### config.mk
export PLATFORM = sky130hd
export DESIGN_NAME = csv_record_splitter_core
export DESIGN_NICKNAME = d
export VERILOG_FILES = /design/src/rtl/core/csvrs_pkg.sv /design/src/rtl/core/csv_record_splitter_core.sv /design/src/rtl/core/csvrs_front.sv /design/src/rtl/core/csvrs_fifo.sv /design/src/rtl/core/csvrs_back.sv
export SDC_FILE = /design/constraint.sdc
export NUM_CORES = 1
export LEC_CHECK = 0
export ABC_AREA = 1
export ABC_CLOCK_PERIOD_IN_PS = 12100
export BUFFER_PORTS_ARGS = -buffer_cell sky130_fd_sc_hd__buf_4
export CAP_MARGIN = 20
export CORE_MARGIN = 5
export CORE_UTILIZATION = 65
export CTS_CLUSTER_SIZE = 30
export DETAILED_ROUTE_END_ITERATION = 10
export HOLD_SLACK_MARGIN = 0.1
export PLACE_DENSITY_LB_ADDON = 0.12
export SKIP_LAST_GASP = 1
export SYNTH_ARGS = -nofsm -noshare
export SYNTH_HDL_FRONTEND = slang
export SYNTH_SLANG_ARGS = --single-unit
export TNS_END_PERCENT = 20
### constraint.sdc
create_clock -name i_clk -period 12.1 [get_ports i_clk]
set_clock_uncertainty 0.2 [all_clocks]
set_input_delay 0.605 -clock i_clk [delete_from_list [all_inputs] [get_ports i_clk]]
set_output_delay 0.605 -clock i_clk [all_outputs]
set_load 0.01 [all_outputs]
### src/rtl/core/csvrs_pkg.sv
// Shared types, constants and the quote scanner for the CSV record splitter.
// No dependencies; every other file of the block refers to this package by scoped names.
package csvrs_pkg;

    // Character codes the splitter looks at.
    localparam logic [7:0] CH_CR    = 8'h0D;
    localparam logic [7:0] CH_LF    = 8'h0A;
    localparam logic [7:0] CH_COMMA = 8'h2C;
    localparam logic [7:0] CH_QUOTE = 8'h22;

    // Default depth of the queue between the front and the back.
    localparam int FIFO_DEPTH = 4;

    // Input command codes.
    localparam logic CMD_BYTE = 1'b0;
    localparam logic CMD_END  = 1'b1;

    // Result kinds.
    typedef enum logic [1:0] {
        KIND_PAYLOAD   = 2'd0,
        KIND_REC_END   = 2'd1,
        KIND_DISCARD   = 2'd2,
        KIND_INPUT_END = 2'd3
    } t_kind;

    // Quote-tracking state of the record scanner.
    typedef struct packed {
        logic in_quote;
        logic quote_pending;
        logic field_started;
        logic literal_cr_seen;
        logic skip_next;
        logic tracking_stopped;
    } t_scan;

    // One queue entry: the results caused by one input transfer.
    typedef struct packed {
        logic        two;
        t_kind       kind0;
        logic [7:0]  byte0;
        t_kind       kind1;
        logic [7:0]  byte1;
        logic [31:0] count;
    } t_entry;

    // Shift-JIS lead byte ranges.
    function automatic logic is_lead(input logic [7:0] b);
        return ((b >= 8'h81) && (b <= 8'h9F)) || ((b >= 8'hE0) && (b <= 8'hFC));
    endfunction

    // A record is complete when it is not inside an open quoted field.
    function automatic logic is_complete(input t_scan s);
        return s.tracking_stopped || s.quote_pending || !s.in_quote;
    endfunction

    // Advance the scanner by one payload byte.
    function automatic t_scan scan_byte(input t_scan s, input logic [7:0] b,
                                        input logic dbcs);
        t_scan r;
        logic  done;
        r    = s;
        done = 1'b0;
        if (r.tracking_stopped) begin
            done = 1'b1;
        end else if (r.skip_next) begin
            r.skip_next = 1'b0;
            done        = 1'b1;
        end
        // A quote inside quotes is either doubled (literal) or a close.
        if (!done && r.quote_pending) begin
            r.quote_pending = 1'b0;
            if (b == CH_QUOTE) begin
                r.field_started = 1'b1;
                done            = 1'b1;
            end else begin
                r.in_quote = 1'b0;
            end
        end
        // An embedded CR followed by LF outside quotes stops tracking.
        if (!done && r.literal_cr_seen) begin
            r.literal_cr_seen = 1'b0;
            if (b == CH_LF) begin
                if (!r.in_quote) begin
                    r.tracking_stopped = 1'b1;
                end else begin
                    r.field_started = 1'b1;
                end
                done = 1'b1;
            end else begin
                r.field_started = 1'b1;
            end
        end
        if (!done && dbcs && is_lead(b)) begin
            r.skip_next     = 1'b1;
            r.field_started = 1'b1;
            done            = 1'b1;
        end
        if (!done) begin
            if (b == CH_COMMA) begin
                r.field_started = r.in_quote;
            end else if (b == CH_QUOTE) begin
                if (r.in_quote) begin
                    r.quote_pending = 1'b1;
                end else if (!r.field_started) begin
                    r.in_quote = 1'b1;
                end
            end else if (b == CH_CR) begin
                r.literal_cr_seen = 1'b1;
            end else begin
                r.field_started = 1'b1;
            end
        end
        return r;
    endfunction

endpackage

### src/rtl/core/csv_record_splitter_core.sv
// CSV record splitter: one input byte or end-of-input command per cycle in, one result
// per cycle out. Each transfer causes zero, one or two results, so the input side
// takes one item per cycle while the output keeps up; the output side sets the
// sustained rate at one result per cycle while not stalled. The front classifies each
// transfer and writes its results into the result queue, and the back loads the output
// register from the queue head when the output is not stalled. The queue (FIFO_DEPTH
// entries) lets input and output stall independently.
module csv_record_splitter_core #(
    parameter int FIFO_DEPTH = csvrs_pkg::FIFO_DEPTH
) (
    input  logic        i_clk,
    input  logic        i_rst_n,
    input  logic        i_dbcs_enable_we,
    input  logic        i_dbcs_enable_data,
    input  logic        i_valid,
    output logic        o_stall,
    input  logic        i_cmd,
    input  logic [7:0]  i_data_byte,
    output logic        o_valid,
    input  logic        i_stall,
    output logic [1:0]  o_kind,
    output logic [7:0]  o_out_byte,
    output logic [31:0] o_record_count,
    output logic        o_last
);

    logic              push, pop, full, empty;
    csvrs_pkg::t_entry push_entry, head;

    // Front: accept and classify input transfers.
    csvrs_front u_front (
        .i_clk              (i_clk),
        .i_rst_n            (i_rst_n),
        .i_dbcs_enable_we   (i_dbcs_enable_we),
        .i_dbcs_enable_data (i_dbcs_enable_data),
        .i_valid            (i_valid),
        .i_cmd              (i_cmd),
        .i_data_byte        (i_data_byte),
        .i_full             (full),
        .o_stall            (o_stall),
        .o_push             (push),
        .o_entry            (push_entry)
    );

    // Result queue.
    csvrs_fifo #(
        .DEPTH (FIFO_DEPTH)
    ) u_fifo (
        .i_clk   (i_clk),
        .i_rst_n (i_rst_n),
        .i_push  (push),
        .i_entry (push_entry),
        .i_pop   (pop),
        .o_full  (full),
        .o_empty (empty),
        .o_head  (head)
    );

    // Back: deliver results one transfer at a time.
    csvrs_back u_back (
        .i_clk          (i_clk),
        .i_rst_n        (i_rst_n),
        .i_empty        (empty),
        .i_head         (head),
        .o_pop          (pop),
        .i_stall        (i_stall),
        .o_valid        (o_valid),
        .o_kind         (o_kind),
        .o_out_byte     (o_out_byte),
        .o_record_count (o_record_count),
        .o_last         (o_last)
    );

endmodule

### src/rtl/core/csvrs_front.sv
// Front of the CSV record splitter: accepts bytes, tracks quoting and line state,
// counts records and queues the results of each transfer. Depends on csvrs_pkg.
module csvrs_front (
    input  logic                i_clk,
    input  logic                i_rst_n,
    input  logic                i_dbcs_enable_we,
    input  logic                i_dbcs_enable_data,
    input  logic                i_valid,
    input  logic                i_cmd,
    input  logic [7:0]          i_data_byte,
    input  logic                i_full,
    output logic                o_stall,
    output logic                o_push,
    output csvrs_pkg::t_entry   o_entry
);

    logic               r_dbcs;
    csvrs_pkg::t_scan   r_scan, n_scan;
    logic               r_cr_pending, n_cr_pending;
    logic               r_rec_nonempty, n_rec_nonempty;
    logic               r_line_nonempty, n_line_nonempty;
    logic [31:0]        r_count, n_count;
    logic               accept;
    logic               push;
    csvrs_pkg::t_entry  entry;
    csvrs_pkg::t_scan   scan_cr;

    assign o_stall = i_full;
    assign accept  = i_valid && !i_full;

    // Classify one transfer and work out the next state and the results.
    always_comb begin
        n_scan          = r_scan;
        n_cr_pending    = r_cr_pending;
        n_rec_nonempty  = r_rec_nonempty;
        n_line_nonempty = r_line_nonempty;
        n_count         = r_count;
        push            = 1'b0;
        entry.two       = 1'b0;
        entry.kind0     = csvrs_pkg::KIND_PAYLOAD;
        entry.byte0     = 8'h00;
        entry.kind1     = csvrs_pkg::KIND_PAYLOAD;
        entry.byte1     = 8'h00;
        scan_cr         = csvrs_pkg::scan_byte(r_scan, csvrs_pkg::CH_CR, r_dbcs);
        if (accept) begin
            if (i_cmd == csvrs_pkg::CMD_END) begin
                // End of input: close or discard an open record, then mark the end.
                push         = 1'b1;
                n_cr_pending = 1'b0;
                if (r_rec_nonempty) begin
                    entry.two   = 1'b1;
                    entry.kind1 = csvrs_pkg::KIND_INPUT_END;
                    if (csvrs_pkg::is_complete(r_scan)) begin
                        n_count     = r_count + 32'd1;
                        entry.kind0 = csvrs_pkg::KIND_REC_END;
                    end else begin
                        entry.kind0 = csvrs_pkg::KIND_DISCARD;
                    end
                end else begin
                    entry.kind0 = csvrs_pkg::KIND_INPUT_END;
                end
                n_scan          = '0;
                n_rec_nonempty  = 1'b0;
                n_line_nonempty = 1'b0;
            end else if (r_cr_pending) begin
                n_cr_pending = 1'b0;
                if (i_data_byte == csvrs_pkg::CH_LF) begin
                    // Physical line end.
                    if (csvrs_pkg::is_complete(r_scan)) begin
                        if (r_rec_nonempty) begin
                            n_count = r_count + 32'd1;
                        end
                        push            = 1'b1;
                        entry.kind0     = csvrs_pkg::KIND_REC_END;
                        n_scan          = '0;
                        n_rec_nonempty  = 1'b0;
                        n_line_nonempty = 1'b0;
                    end else if (!r_line_nonempty) begin
                        push            = 1'b1;
                        entry.kind0     = csvrs_pkg::KIND_DISCARD;
                        n_scan          = '0;
                        n_rec_nonempty  = 1'b0;
                        n_line_nonempty = 1'b0;
                    end else begin
                        n_line_nonempty = 1'b0;
                    end
                end else begin
                    // A lone CR goes out together with the byte after it.
                    push            = 1'b1;
                    entry.two       = 1'b1;
                    entry.kind0     = csvrs_pkg::KIND_PAYLOAD;
                    entry.byte0     = csvrs_pkg::CH_CR;
                    entry.kind1     = csvrs_pkg::KIND_PAYLOAD;
                    entry.byte1     = i_data_byte;
                    n_scan          = csvrs_pkg::scan_byte(scan_cr, i_data_byte, r_dbcs);
                    n_rec_nonempty  = 1'b1;
                    n_line_nonempty = 1'b1;
                end
            end else if (i_data_byte == csvrs_pkg::CH_CR) begin
                n_cr_pending = 1'b1;
            end else begin
                push            = 1'b1;
                entry.kind0     = csvrs_pkg::KIND_PAYLOAD;
                entry.byte0     = i_data_byte;
                n_scan          = csvrs_pkg::scan_byte(r_scan, i_data_byte, r_dbcs);
                n_rec_nonempty  = 1'b1;
                n_line_nonempty = 1'b1;
            end
        end
        entry.count = n_count;
    end

    assign o_push  = push;
    assign o_entry = entry;

    // State registers and the configuration bit.
    always_ff @(posedge i_clk) begin
        if (!i_rst_n) begin
            r_dbcs          <= 1'b1;
            r_scan          <= '0;
            r_cr_pending    <= 1'b0;
            r_rec_nonempty  <= 1'b0;
            r_line_nonempty <= 1'b0;
            r_count         <= 32'd0;
        end else begin
            if (i_dbcs_enable_we) begin
                r_dbcs <= i_dbcs_enable_data;
            end
            r_scan          <= n_scan;
            r_cr_pending    <= n_cr_pending;
            r_rec_nonempty  <= n_rec_nonempty;
            r_line_nonempty <= n_line_nonempty;
            r_count         <= n_count;
        end
    end

endmodule

### src/rtl/core/csvrs_fifo.sv
// Short queue of result entries between the front and the back of the splitter.
// Depends on csvrs_pkg for the entry type.
module csvrs_fifo #(
    parameter int DEPTH = csvrs_pkg::FIFO_DEPTH
) (
    input  logic                i_clk,
    input  logic                i_rst_n,
    input  logic                i_push,
    input  csvrs_pkg::t_entry   i_entry,
    input  logic                i_pop,
    output logic                o_full,
    output logic                o_empty,
    output csvrs_pkg::t_entry   o_head
);

    localparam int PW = (DEPTH > 1) ? $clog2(DEPTH) : 1;
    localparam int CW = $clog2(DEPTH + 1);
    localparam logic [PW-1:0] LAST_PTR = PW'(DEPTH - 1);
    localparam logic [CW-1:0] FULL_CNT = CW'(DEPTH);

    csvrs_pkg::t_entry r_mem [DEPTH];
    logic [PW-1:0]     r_wr_ptr, n_wr_ptr;
    logic [PW-1:0]     r_rd_ptr, n_rd_ptr;
    logic [CW-1:0]     r_cnt, n_cnt;
    logic              do_push, do_pop;

    assign o_full  = (r_cnt == FULL_CNT);
    assign o_empty = (r_cnt == '0);
    assign o_head  = r_mem[r_rd_ptr];
    assign do_push = i_push && !o_full;
    assign do_pop  = i_pop && !o_empty;

    // Pointer and fill count update.
    always_comb begin
        n_wr_ptr = r_wr_ptr;
        n_rd_ptr = r_rd_ptr;
        n_cnt    = r_cnt;
        if (do_push) begin
            n_wr_ptr = (r_wr_ptr == LAST_PTR) ? '0 : r_wr_ptr + PW'(1);
        end
        if (do_pop) begin
            n_rd_ptr = (r_rd_ptr == LAST_PTR) ? '0 : r_rd_ptr + PW'(1);
        end
        if (do_push && !do_pop) begin
            n_cnt = r_cnt + CW'(1);
        end else if (do_pop && !do_push) begin
            n_cnt = r_cnt - CW'(1);
        end
    end

    always_ff @(posedge i_clk) begin
        if (!i_rst_n) begin
            r_wr_ptr <= '0;
            r_rd_ptr <= '0;
            r_cnt    <= '0;
        end else begin
            r_wr_ptr <= n_wr_ptr;
            r_rd_ptr <= n_rd_ptr;
            r_cnt    <= n_cnt;
        end
    end

    // Entry storage needs no reset.
    always_ff @(posedge i_clk) begin
        if (do_push) begin
            r_mem[r_wr_ptr] <= i_entry;
        end
    end

endmodule

### src/rtl/core/csvrs_back.sv
// Back of the CSV record splitter: unpacks queued entries into single results
// and holds them in the output register. Depends on csvrs_pkg.
module csvrs_back (
    input  logic                i_clk,
    input  logic                i_rst_n,
    input  logic                i_empty,
    input  csvrs_pkg::t_entry   i_head,
    output logic                o_pop,
    input  logic                i_stall,
    output logic                o_valid,
    output logic [1:0]          o_kind,
    output logic [7:0]          o_out_byte,
    output logic [31:0]         o_record_count,
    output logic                o_last
);

    logic        r_valid;
    logic        r_second, n_second;
    logic [1:0]  r_kind, n_kind;
    logic [7:0]  r_byte, n_byte;
    logic [31:0] r_count;
    logic        r_last, n_last;
    logic        load;
    logic        pop;

    assign load = !r_valid || !i_stall;

    // Pick the next result from the head entry.
    always_comb begin
        n_second = r_second;
        n_kind   = i_head.kind0;
        n_byte   = i_head.byte0;
        n_last   = 1'b1;
        pop      = 1'b0;
        if (load && !i_empty) begin
            if (i_head.two && !r_second) begin
                n_last   = 1'b0;
                n_second = 1'b1;
            end else begin
                if (i_head.two) begin
                    n_kind = i_head.kind1;
                    n_byte = i_head.byte1;
                end
                n_second = 1'b0;
                pop      = 1'b1;
            end
        end
    end

    assign o_pop = pop;

    always_ff @(posedge i_clk) begin
        if (!i_rst_n) begin
            r_valid  <= 1'b0;
            r_second <= 1'b0;
        end else begin
            r_second <= n_second;
            if (load) begin
                r_valid <= !i_empty;
            end
        end
    end

    // Output payload register.
    always_ff @(posedge i_clk) begin
        if (load && !i_empty) begin
            r_kind  <= n_kind;
            r_byte  <= n_byte;
            r_count <= i_head.count;
            r_last  <= n_last;
        end
    end

    assign o_valid        = r_valid;
    assign o_kind         = r_kind;
    assign o_out_byte     = r_byte;
    assign o_record_count = r_count;
    assign o_last         = r_last;

endmodule
==> metrics.txt, run 1 <==
Layout Cells excl Fill 1481; DP HPWL 15000 microns; Post-DRT Antenna Nets 0; crit-path cells nor2_1 -> nand2_1 -> nand2_4 -> inv_1 -> o21ai_1 -> inv_1 -> o21ai_2 -> inv_1 -> ha_1 -> inv_1 -> fa_1 -> o21ai_0 -> a21oi_1; CP max FO 17; Clock Latency Late Sink 540 ps; status finished, final reports clean; CP Class flop to flop; Mean Syn Cell Area 11.1 sq um; WL per Instance 17.4 microns; Worst Max-Slew Pin Slew 1060 ps; fin crit period 3100 ps; Net Sw Power 0.949 mW; Synth Net Count 1156; max_slew headroom 29.3%; sequential share of power 45.6%; clk slew on worst S/H paths 60 ps; Clk pwr share 28.8%; hold crit path type input pin to flop; Final Cycle Share 25.7%; Core ar. 19300 sq um; Post-synth ARST share 0%; Via Count 8423; Sw Share 30.5%; Max Fclk 322 MHz; setup bufs post-CTS 0; Gate power share 25.6%; reported max-cap violation count 0; Initial DRC Count 814; I/O pin cnt 60; Max VDD drop 234 uV; setup TNS 0 ps; GRT overflow 0; Total GRT Usage 23.5%; P&R area growth vs syn 13.5%; Worst Setup Start Kind flop; die area 22300 sq um; dpl cells 1425; Fin Hold WS 188 ps; fillers 1323; gpl congestion 0.904; CTS buffer count 29; 1st-pass router iterations 5; routed wire length 25800 microns; chip width 149 microns; final cell utilization of the core 74.2%; Slowest cell on crit path fa_1; Rows 51; Clock Sinks 304; largest net degree at the start of global routing 106; LEAKAGE 5.41 nW; unique cell type count in the Yosys netlist 50; RSZ-0062 raised after global routing no; WP data arrival 3330 ps; I/O Buffers 59; htree depth 1; diode count 0; Mapped Cells 1133; initial antenna violation count 0; CTS resizes 0; first-pass GRT wire length 41900 microns; total power 3.11 mW; CTS root buf clkbuf_16; nets 1216; Die Ht 149 microns; Cell Int Power 2.16 mW; CP Capture Type flop; Worst EP required 12320 ps; layout cells sized above 1 13.4%; vias per cell 5.69; vias in the first global route 8338; Synthesis Warnings 0; CTS tree done; Max stage delay on crit path 390 ps; flops & latches, synth 304; final hold vios 0; Slew Limit Fails 0; initial core utilization 65.4%; Post-route DRC 0; Seq/Total Area, Yosys 68.2%; most frequently used flop master after synthesis edfxtp_1; most frequent CP cell inv_1; post-synthesis cell area 12600 sq um; Cell Pwr Density 217 nW/um^2; hold-fix buffers at CTS 2; # setup viols final 0; CTS Buffer Depth 3; Post-synth EDFFs 251
[critical path, delay by kind of cell, from the launching register on]
family / cells / cell delay [ps]
buffers and inverters: 4 / 540
and+or+nand+nor: 3 / 610
adders and majority gates: 2 / 630
AOI/OAI and AO/OA: 4 / 680
DFF: 1 / 340
[sequential cells by signal (all words and copies together) (netlist names), 2 cells and up, named ones only]
signal	flops
u_fifo.r_mem	208
u_back.o_out_byte	8
u_back.o_kind	2
u_fifo.r_wr_ptr	2
u_front.r_count	32
u_fifo.r_cnt	3
u_front.r_scan	6
u_back.o_record_count	32
u_fifo.r_rd_ptr	2
[worst paths after layout]
| path | start | end | slack [ps] | cells after the start |
|---|---|---|---|---|
| worst max register to register | u_fifo.r_cnt[0] | u_fifo.r_cnt[1] | 9000 | 13 |
| worst min register to register | u_fifo.r_cnt[1] | u_fifo.r_cnt[1] | 290 | 2 |
| worst max-delay path | u_fifo.r_cnt[0] | u_fifo.r_cnt[1] | 9000 | 13 |
| worst min-delay path | i_rst_n | u_back.o_valid | 190 | 3 |
[layer usage]
metal,track usage (%),share of wire (%)
met3,3.68,6.5
met4,5.63,1.5
met2,39.5,49
met5,0,0
met1,32.8,43
[power by group through the flow]
stage | Sequential (mW) | Clock [mW] | Combinational, mW
6_report | 1.42 | 0.894 | 0.796
3_3_place_gp | 1.43 | 0 | 0.780
5_1_grt | 1.43 | 0.957 | 0.889
3_5_place_dp | 1.44 | 0 | 0.795
2_1_floorplan | 1.48 | 0 | 0.449
4_1_cts | 1.42 | 0.906 | 0.803
[per-stage QoR]
| step | cell area, sq um | setup slack [ps] |
|---|---|---|
| 2_1_floorplan | 12600 | 7610 |
| 6_report | 14300 | 9000 |
| 4_1_cts | 14300 | 8990 |
| 3_3_place_gp | 13300 | 8810 |
| 5_1_grt | 14300 | 8640 |
| 3_5_place_dp | 13300 | 8680 |
[cell type report]
| cell class | count | area, sq um | area share (%) |
|---|---|---|---|
| Clock buffer | 34 | 744 | 5.20 |
| Multi-Input combinational cell | 666 | 3430 | 24.0 |
| Clock inverter | 20 | 209 | 1.46 |
| Timing Repair Buffer | 72 | 546 | 3.81 |
| Inverter | 120 | 450 | 3.15 |
| Sequential cell | 304 | 8600 | 60.1 |
| Tap cell | 265 | 332 | 2.32 |
[cells in the mapped netlist, drive strengths merged (3+ instances only)]
cell / count / area (sq um)
a21oi: 41 / 209
buf: 7 / 35.0
clkbuf: 36 / 135
dfxtp: 53 / 1060
edfxtp: 251 / 7540
ha: 7 / 87.6
inv: 120 / 450
nand2: 141 / 559
nand3: 32 / 190
nand3b: 3 / 38.8
nand4: 15 / 106
nor2: 188 / 791
nor3: 25 / 135
o21ai: 133 / 669
o221ai: 8 / 70.1
o22ai: 41 / 257
or2: 4 / 27.5
xor2: 11 / 96.3
[kinds of logic after synthesis]
group | share of synthesized area, %
fa+ha+maj | 0.854
simple gates | 14.8
flops | 68.2
buf+inv | 4.92
compound gates | 10.3
xor+xnor | 0.903
[layout by cell type, fill, tap and decap left out, types with 2 or more instances in the layout]
master	netlist	final
clkinv_2	0	8
bufinv_16	0	4
nor3_2	2	2
nor2_1	175	171
dfxtp_1	53	52
clkinv_1	0	4
nand4_1	13	13
o21ai_1	2	2
inv_1	112	111
o22ai_1	41	41
ha_1	7	7
clkbuf_1	36	5
nand2_2	3	3
o221ai_1	8	8
nor3_1	23	23
nor2_2	6	6
buf_4	1	70
o21ai_0	130	130
nand4_2	2	2
inv_2	8	9
a32o_1	2	2
nand2_4	3	3
a21oi_1	40	39
nand3_1	29	29
dlygate4sd3_1	0	2
clkbuf_16	0	29
or2_2	2	2
inv_6	0	2
edfxtp_1	251	251
nor4_1	2	2
xnor2_1	2	2
nor2_4	5	9
xor2_1	11	11
nand2_1	135	135
nand3_4	2	2
nor2_8	2	2
a211oi_1	2	2
(Power assumes the default switching activity.)
==> run 2: changes to the inputs <==
--- a/config.mk
+++ b/config.mk
@@ -5,12 +5,12 @@
 export SDC_FILE = /design/constraint.sdc
 export NUM_CORES = 1
 export LEC_CHECK = 0
-export ABC_AREA = 1
-export ABC_CLOCK_PERIOD_IN_PS = 12100
+export ABC_AREA = 0
+export ABC_CLOCK_PERIOD_IN_PS = 3100
 export BUFFER_PORTS_ARGS = -buffer_cell sky130_fd_sc_hd__buf_4
 export CAP_MARGIN = 20
 export CORE_MARGIN = 5
-export CORE_UTILIZATION = 65
+export CORE_UTILIZATION = 61
 export CTS_CLUSTER_SIZE = 30
 export DETAILED_ROUTE_END_ITERATION = 10
 export HOLD_SLACK_MARGIN = 0.1
==> constraint.sdc (replaced) <==
create_clock -name i_clk -period 3.1 [get_ports i_clk]
set_clock_uncertainty 0.2 [all_clocks]
set_input_delay 0.155 -clock i_clk [delete_from_list [all_inputs] [get_ports i_clk]]
set_output_delay 0.155 -clock i_clk [all_outputs]
set_load 0.01 [all_outputs]
==> metrics.txt, run 2 <==
status finished, final reports clean; unique cell type count in the Yosys netlist 69 (+38%); top cells by count, synth edfxtp_1 (251), dfxtp_1 (53), mux4_2 (52); chip width 152 microns (+1.7%); Max stage delay on crit path 520 ps (+130 ps); crit-path cells or3b_1 -> nand4_1 -> buf_4 -> nor4_4 -> nand3_1 -> xnor2_1; footprint of the multi-input gates 3500 sq um (+2.2%); Layout Cells excl Fill 1133 (-23%); GRT met3 Usage 2.87% (-0.81 points); CTS tree done; Placement Setup Slack 224 ps (-8460 ps); largest net degree at the start of global routing 52 (-51%); vias per cell 6.03 (+6.1%); Die Ht 152 microns (+1.7%); I/O pin cnt 60 (unchanged); XOR/XNOR share of the synthesized area 2.00% (+1.1 points); routed wire length 24000 microns (-6.8%); crit path launch u_front.r_scan[0]; I/O Buffers 59 (unchanged); GRT overflow 0 (unchanged); most frequently used flop master after synthesis edfxtp_1; hold_sp u_fifo.r_rd_ptr[1]; FF/Latch Area 8600 sq um (about the same); CTS Buffer Depth 3 (unchanged); mux cell area share after synthesis 11.9% (+12 points); Clock Latency Late Sink 540 ps (about the same); Post-synth ARST share 0% (unchanged); clk slew on worst S/H paths 60 ps (about the same); CTS root buf clkbuf_16; Post-Synth Simple-Gate Area 10.1% (-4.7 points); max_slew headroom 33.8% (+4.5 points); Synth area leaders edfxtp_1 (61%), mux4_2 (9.5%), dfxtp_1 (8.6%); diode count 0 (unchanged); gpl congestion 0.890 (-1.5%); fin crit period 2910 ps (-197 ps); Via Count 6836 (-19%); Cell Pwr Density 801 nW/um^2 (+270%); Slew Limit Fails 0 (unchanged); Total GRT Usage 20.7% (-2.8 points); LEAKAGE 5.21 nW (-3.7%); fillers 1274 (-3.7%); most frequent cells in the layout edfxtp_1 (251), buf_4 (83), mux4_2 (52); first-pass GRT wire length 38700 microns (-7.6%); reported max-cap violation count 0 (unchanged); reg2reg path depth 6 (-7); DP HPWL 14900 microns (-0.92%); Final Cycle Share 93.8% (+68 points); Max VDD drop 526 uV (+120%); total power 11.4 mW (+270%); reg2reg start u_front.r_scan[0]; htree depth 1 (unchanged); flops & latches, synth 304 (unchanged); post-synth top area cell edfxtp_1; Slowest cell on crit path dfxtp_1; Max Fclk 344 MHz (+6.8%); 1st-pass router iterations 5 (unchanged); Seq/Total Area, Yosys 70.1% (+1.9 points); GR Layer Usage met1 28.0% (-4.7 points); Worst Max-Slew Pin Slew 993 ps (-67.9 ps); Mapped Cells 749 (-34%); Worst EP required 3190 ps (-9130 ps); Synth top area share 61.4% (+1.6 points); most used routing layer met2; post-synthesis cell area 12300 sq um (-2.7%); max reg flops 208 (unchanged); Worst Setup Start Kind flop; Core ar. 19700 sq um (+2.0%); Biggest register u_fifo.r_mem; RSZ-0062 raised after global routing no; post-route cell area 14300 sq um (-0.30%); initial antenna violation count 0 (unchanged); CP Class flop to flop; Initial DRC Count 749 (-8.0%); setup ws final 192 ps (-8800 ps); Post-Synth Adder-Cell Area 0.877% (+0.023 points); layout cells sized above 1 24.1% (+11 points); Placed Area 13100 sq um (-1.8%); Compound-Gate Fraction of Synth Area 3.34% (-6.9 points); Synthesis Warnings 0 (unchanged); vias in the first global route 7063 (-15%); met2 Use GR 36.4% (-3.1 points); WP data arrival 2990 ps (-340 ps); main combinational cell family by area after synthesis multiplexers; Post-route DRC 0 (unchanged); initial core utilization 62.4% (-3.0 points); Rows 51 (unchanged); Worst Hold Depth 2 (-1); Clock Sinks 304 (unchanged); final hold vios 0 (unchanged); Synth Net Count 772 (-33%); commonest non-fill, non-tap cell in the layout edfxtp_1; nets 867 (-29%); Post-DRT Antenna Nets 0 (unchanged); die area 23000 sq um (+3.5%); P&R area growth vs syn 16.3%; CP max FO 14 (-3); count leader, synth edfxtp_1; Post-synth EDFFs 251 (unchanged); hold crit path type flop to flop; Mean Syn Cell Area 16.4 sq um (+47%); CTS buffer count 30 (+3.4%); dpl cells 1060 (-26%); CP Capture Type flop; # setup viols final 0 (unchanged); WL per Instance 21.2 microns (+22%); Fin Hold WS 297 ps (+108 ps)
run 2: changes by cell type in the layout (fill, tap and decap cells not counted), moves of 13 or more:
cell           change
a21oi_1           -20
and2_1            +21
and3_1            +17
buf_4             +13
dlygate4sd3_1     +15
inv_1            -102
mux2i_1           +17
mux4_2            +52
nand2_1           -84
nand2b_1          +18
nor2_1           -152
o21ai_0          -121
o22ai_1           -39
run 2: critical path, delay by kind of cell, from the launching register on:
family | cells | cell delay, ps
flops | 1 | 520
buf+inv | 1 | 260
simple gates | 4 | 1230
xor+xnor | 1 | 430
run 2: path summary, 6_finish.rpt:
kind                                             to  slack (ps)
worst max-delay path            u_fifo.r_mem[2][29]         190
worst min-delay path                           flop         300
worst max register to register  u_fifo.r_mem[2][29]         190
worst min register to register                 flop         300
run 2: kinds of logic after synthesis:
| logic type | Yosys count |
|---|---|
| AO/OA/AOI/OAI | 61 |
| adder cells (fa/ha/maj) | 8 |
| buffers and inverters | 48 |
| XOR/XNOR | 28 |
| multiplexers | 80 |
| flip-flops | 304 |
| AND/OR/NAND/NOR | 220 |
run 2: timing repair:
item | 4_1_cts | 5_1_grt
hold endpoints to repair | 123 | 0
gates resized for setup | 0 | 1
setup buffers | 0 | 0
setup endpoints to repair | 0 | 1
hold buffers | 17 | 0
run 2: routing by layer:
layer	routed length [microns]	up-vias
met1	10000	3456
met2	12400	214
met3	1250	31
li1	-	3135
met4	338	0
met5	0	-
run 2: final cells by class:
cell class                 instances  area share (%)
clock inverter                    22            1.47
tap                              265            2.32
inverter                          11           0.289
clock buffer                      34            5.52
multi-input combinational        397            24.5
timing repair buffer             100            5.56
sequential                       304            60.3
run 2: power by group:
part / switching (mW) / leakage (nW) / total (mW) / internal, mW
clock network: 1.46 / 0.491 / 3.61 / 2.15
logic: 1.27 / 1.78 / 2.42 / 1.15
registers: 0.196 / 2.94 / 5.39 / 5.19
run 2: through the flow:
step	setup TNS, ps	utilization [%]
CTS	0	72.5
global route	0	72.6
floorplan	-61430	-
detailed placement	0	66.6
finish	0	72.6
global placement	0	66.6
